--- config.mk ---
export PLATFORM = sky130hd
export DESIGN_NAME = isa16_ram
export DESIGN_NICKNAME = d
export VERILOG_FILES = /design/src/design/isa16_ram.sv
export SDC_FILE = /design/constraint.sdc
export NUM_CORES = 2
export LEC_CHECK = 0
export ABC_CLOCK_PERIOD_IN_PS = 3670
export BUFFER_PORTS_ARGS = -buffer_cell sky130_fd_sc_hd__buf_4
export CAP_MARGIN = 10
export CORE_MARGIN = 5
export CORE_UTILIZATION = 50
export DETAILED_ROUTE_END_ITERATION = 12
export PLACE_DENSITY_LB_ADDON = 0.12
export SLEW_MARGIN = 20
export SYNTH_ARGS = -nofsm -noshare
export SYNTH_HDL_FRONTEND = slang
export SYNTH_SLANG_ARGS = --single-unit
export TNS_END_PERCENT = 5
--- constraint.sdc ---
create_clock -name clk -period 3.67 [get_ports clk]
set_input_delay 1.101 -clock clk [delete_from_list [all_inputs] [get_ports clk]]
set_output_delay 1.101 -clock clk [all_outputs]
set_load 0.01 [all_outputs]
--- src/design/isa16_ram.sv ---
// generic single-port ram with registered read
module isa16_ram #(
    parameter int WIDTH = 16,
    parameter int DEPTH = 256
) (
    input  logic                     clk,
    input  logic                     we,
    input  logic                     re,
    input  logic [$clog2(DEPTH)-1:0] addr,
    input  logic [WIDTH-1:0]         wdata,
    output logic [WIDTH-1:0]         rdata
);

    logic [WIDTH-1:0] mem [DEPTH];

    // one access per cycle
    always_ff @(posedge clk)
    begin
        if (we)
            mem[addr] <= wdata;
        if (re)
            rdata <= mem[addr];
    end

endmodule

==> impl_metrics.tcl <==
set metrics [dict create \
    synth-seq-area-share_pct 79.4 \
    worst_setup_hold_path_clk_slew_ns 0.06 \
    fin_crit_sh_pct 98.1 \
    finish.instance_area_um2 186000 \
    antenna_left 0 \
    achievable-frequency_ghz 0.278 \
    crit_path_max_fanout 28 \
    grt_start_max_net_pins 110 \
    die_width_um 568 \
    multi_input_area_um2 30900 \
    synthesis.area_um2 156000 \
    ys.warnings.count 0 \
    number_of_non_filler_instances_in_the_completed_layout 12400 \
    synth_mux_area_share_pct 14.8 \
    area.growth.synth_to_final_pct 19.3 \
    dominant_combinational_cell_family_by_area_after_synthesis "multiplexers" \
    synth-seq-cells 4112 \
    cts-hold-fix-buffers 0 \
    synth_largest_area_cell "edfxtp_1" \
    nNetsFinal 7917 \
    setup.worst_path.end_class "flop" \
    cap_violations 0 \
    total_cell_area_at_the_placement_stage_um2 173000 \
    place.detailed.instances 11600 \
    dpl.hpwl_um 265000 \
    yosys.cell_types.count 21 \
    postRouteWirelength_um 423000 \
    dr_vias 77800 \
    ctsRootBufferMaster "clkbuf_16" \
    numPortBuffers 42 \
    r2r_start "mem[59][5]" \
    clkLatencyLatePin_ns 0.95 \
    final_period_minus_worst_setup_slack_ns 3.60 \
    max_slew.worst_pin.slew_ns 1.01 \
    p_leak_nw 58.7 \
    synth_fa_ha_area_share_pct 0 \
    finalWeightedCongestion 0.847 \
    layout_skew_ns 0.0546 \
    synth_enable_flop_cells 4112 \
    synth-simple-area-share_pct 0.906 \
    design_power_total_mw 97.8 \
    floorplan.io_pins 43 \
    synth_nets 6754 \
    cts_buffer_depth 4 \
    rows 204 \
    die-area_um2 322000 \
    first_global_vias 78100 \
    design.core.area_um2 309000 \
    worst-r2r-setup-slack_ns 0.80 \
    synth_commonest_cells "4,112 x edfxtp_1, 1,024 x mux4_2, 512 x a22oi_1, 256 x a21oi_1, 249 x clkbuf_1" \
    grt_setup_unrepaired "false" \
    clock_sink_count 4112 \
    rr_worst_depth 6 \
    synth_compound_area_share_pct 3.65 \
    setup_viol_count_final 0 \
    cp_data_required_time_ns 4.35 \
    final-max-slew-violation-count 0 \
    timing.setup.critical_path_class "in2reg" \
    drc 0 \
    die_h_um 568 \
    post_route_cells_drive_above_1_share_pct 35.1 \
    grt_util_all_layers_pct 26.0 \
    fillerInstances 21800 \
    wire_length_of_the_first_global_routing_pass_um 598000 \
    regToRegEndpoint "rdata[5]" \
    post_synth_main_area_contributors "edfxtp_1 79%, mux4_2 15%, a22oi_1 2.5%" \
    cts-buffers-inserted 412 \
    cts.repair_timing.setup_buffer_count 0 \
    critical_path_arrival_ns 4.28 \
    detail_route.first_pass.iterations 6 \
    synthesis.area_per_instance_um2 23.1 \
    synth-main-ff-cell "edfxtp_1" \
    hold_viol_final 0 \
    cts-htree-levels 5 \
    synth_xor_xnor_area_share_pct 0 \
    grt_overflow_total 0 \
    number_of_antenna_violations_at_the_first_check_in_global_routing 22 \
    hold_path_endpoint "mem[93][6]" \
    worst_hold_startpoint "wdata[6]" \
    run_status "finished clean" \
    cts_tree "built" \
    avgRoutedWirePerCell_um 34.2 \
    synthCells 6727 \
    worstHoldPathType "in2reg" \
    vdd.ir_drop.worst_v 0.000423 \
    max_slew_margin_pct 32.5 \
    layout.area.seq_um2 123000 \
    synth_top_area_share_pct 79.4 \
    post-synth-top-count-cell "edfxtp_1" \
    timing.critical_path.from_type "input port" \
    timing.hold.worst_path_depth 1 \
    post_drt_via_cell_ratio 6.30 \
    proportion_of_synthesized_flip_flops_having_asynchronous_set_or_reset_pct 0 \
    start_util_pct 50.3 \
    initialDrtViolationCount 10600 \
    power.density_cell_area_nw_per_um2 527 \
]
-- flip-flops by register name, summed over array words and instances, names as in the netlist --
name	flops
rdata	16
mem	4096
-- power by group --
part	switching, mW	internal (mW)	leakage, nW
clock network	17.5	23.1	6.30
logic	3.18	2.10	15.4
registers	0.0775	51.8	37.0
-- cells by family after synthesis --
group	after synthesis
AOI/OAI and AO/OA	832
muxes	1024
DFF	4112
buffers and inverters	421
and+or+nand+nor	338
-- final cells by class --
class	instances	area share, %
clock buffer	512	5.82
multi-input combinational	2194	16.6
antenna	8	0.0108
tap	4120	2.78
timing repair buffer	1169	7.08
sequential	4112	66.5
inverter	1	0.00202
clock inverter	242	1.17
-- worst max-delay path by stage --
stage          cells after the start  slack [ns]     endpoint    start
2_1_floorplan                      7       -0.13  mem[145][0]  addr[0]
3_3_place_gp                       9       -1.40     rdata[6]  addr[0]
3_5_place_dp                       9       -1.14     rdata[5]  addr[0]
4_1_cts                           10        0.05     rdata[9]  addr[0]
5_1_grt                           10        0.05     rdata[0]  addr[0]
6_report                          10        0.07    rdata[11]  addr[0]
-- cells in the final DEF, fill, tap and decap left out, types with 4 or more instances in the layout --
cell type and count:
a21oi_1 256, a22oi_1 512, buf_12 337, buf_4 814, buf_8 17, bufinv_16 32, clkbuf_1 94, clkbuf_16 418
clkinv_1 108, clkinv_16 6, clkinv_2 66, clkinv_8 5, clkinvlp_4 15, diode_2 8, edfxtp_1 4112, inv_6 8
mux4_2 1024, nand2_1 21, nand2_2 6, nand2b_1 4, nand3_1 5, nand3_2 8, nand4_1 16, nor2_1 180
nor2_2 49, nor3_2 30, o41ai_1 28, o41ai_2 34
-- per-stage QoR --
step / hold slack [ns] / TNS (ns) / worst slack (ns) / utilization (%)
after floorplan: 0.896 / -107.85 / -0.129 / -
after global placement: 1.15 / -84.45 / -1.40 / 55.8
after detailed placement: 1.17 / -83.59 / -1.14 / 55.8
after CTS: 0.526 / 0 / 0.0501 / 60.0
after global routing: 0.559 / 0 / 0.0506 / 60.0
final: 0.595 / 0 / 0.0713 / 60.0
-- per-layer routing --
| layer | up-vias | share of wire (%) | wire [um] | global-route usage, % |
|---|---|---|---|---|
| li1 | 31500 | - | - | - |
| met1 | 42200 | 40 | 168000 | 38.0 |
| met2 | 3605 | 49 | 205000 | 41.5 |
| met3 | 547 | 8.5 | 35800 | 4.19 |
| met4 | 8 | 3.1 | 13000 | 7.13 |
| met5 | - | 0.013 | 53 | 0 |
-- worst max-delay path, stage by stage --
cell and delay [ns]:
buf_16 0.35, buf_12 0.28, buf_4 0.23, mux4_2 0.51, a22oi_1 0.21, buf_4 0.16
a21oi_1 0.19, o41ai_1 0.82, buf_4 0.23, nand4_1 0.09
-- timing repair --
| item | CTS | global route |
|---|---|---|
| gates resized for setup | 2 | 2 |
| endpoints found under the setup margin | 2 | 2 |
| gates cloned | 0 | 0 |
| pin swaps | 0 | 0 |
(Power assumes the default switching activity.)
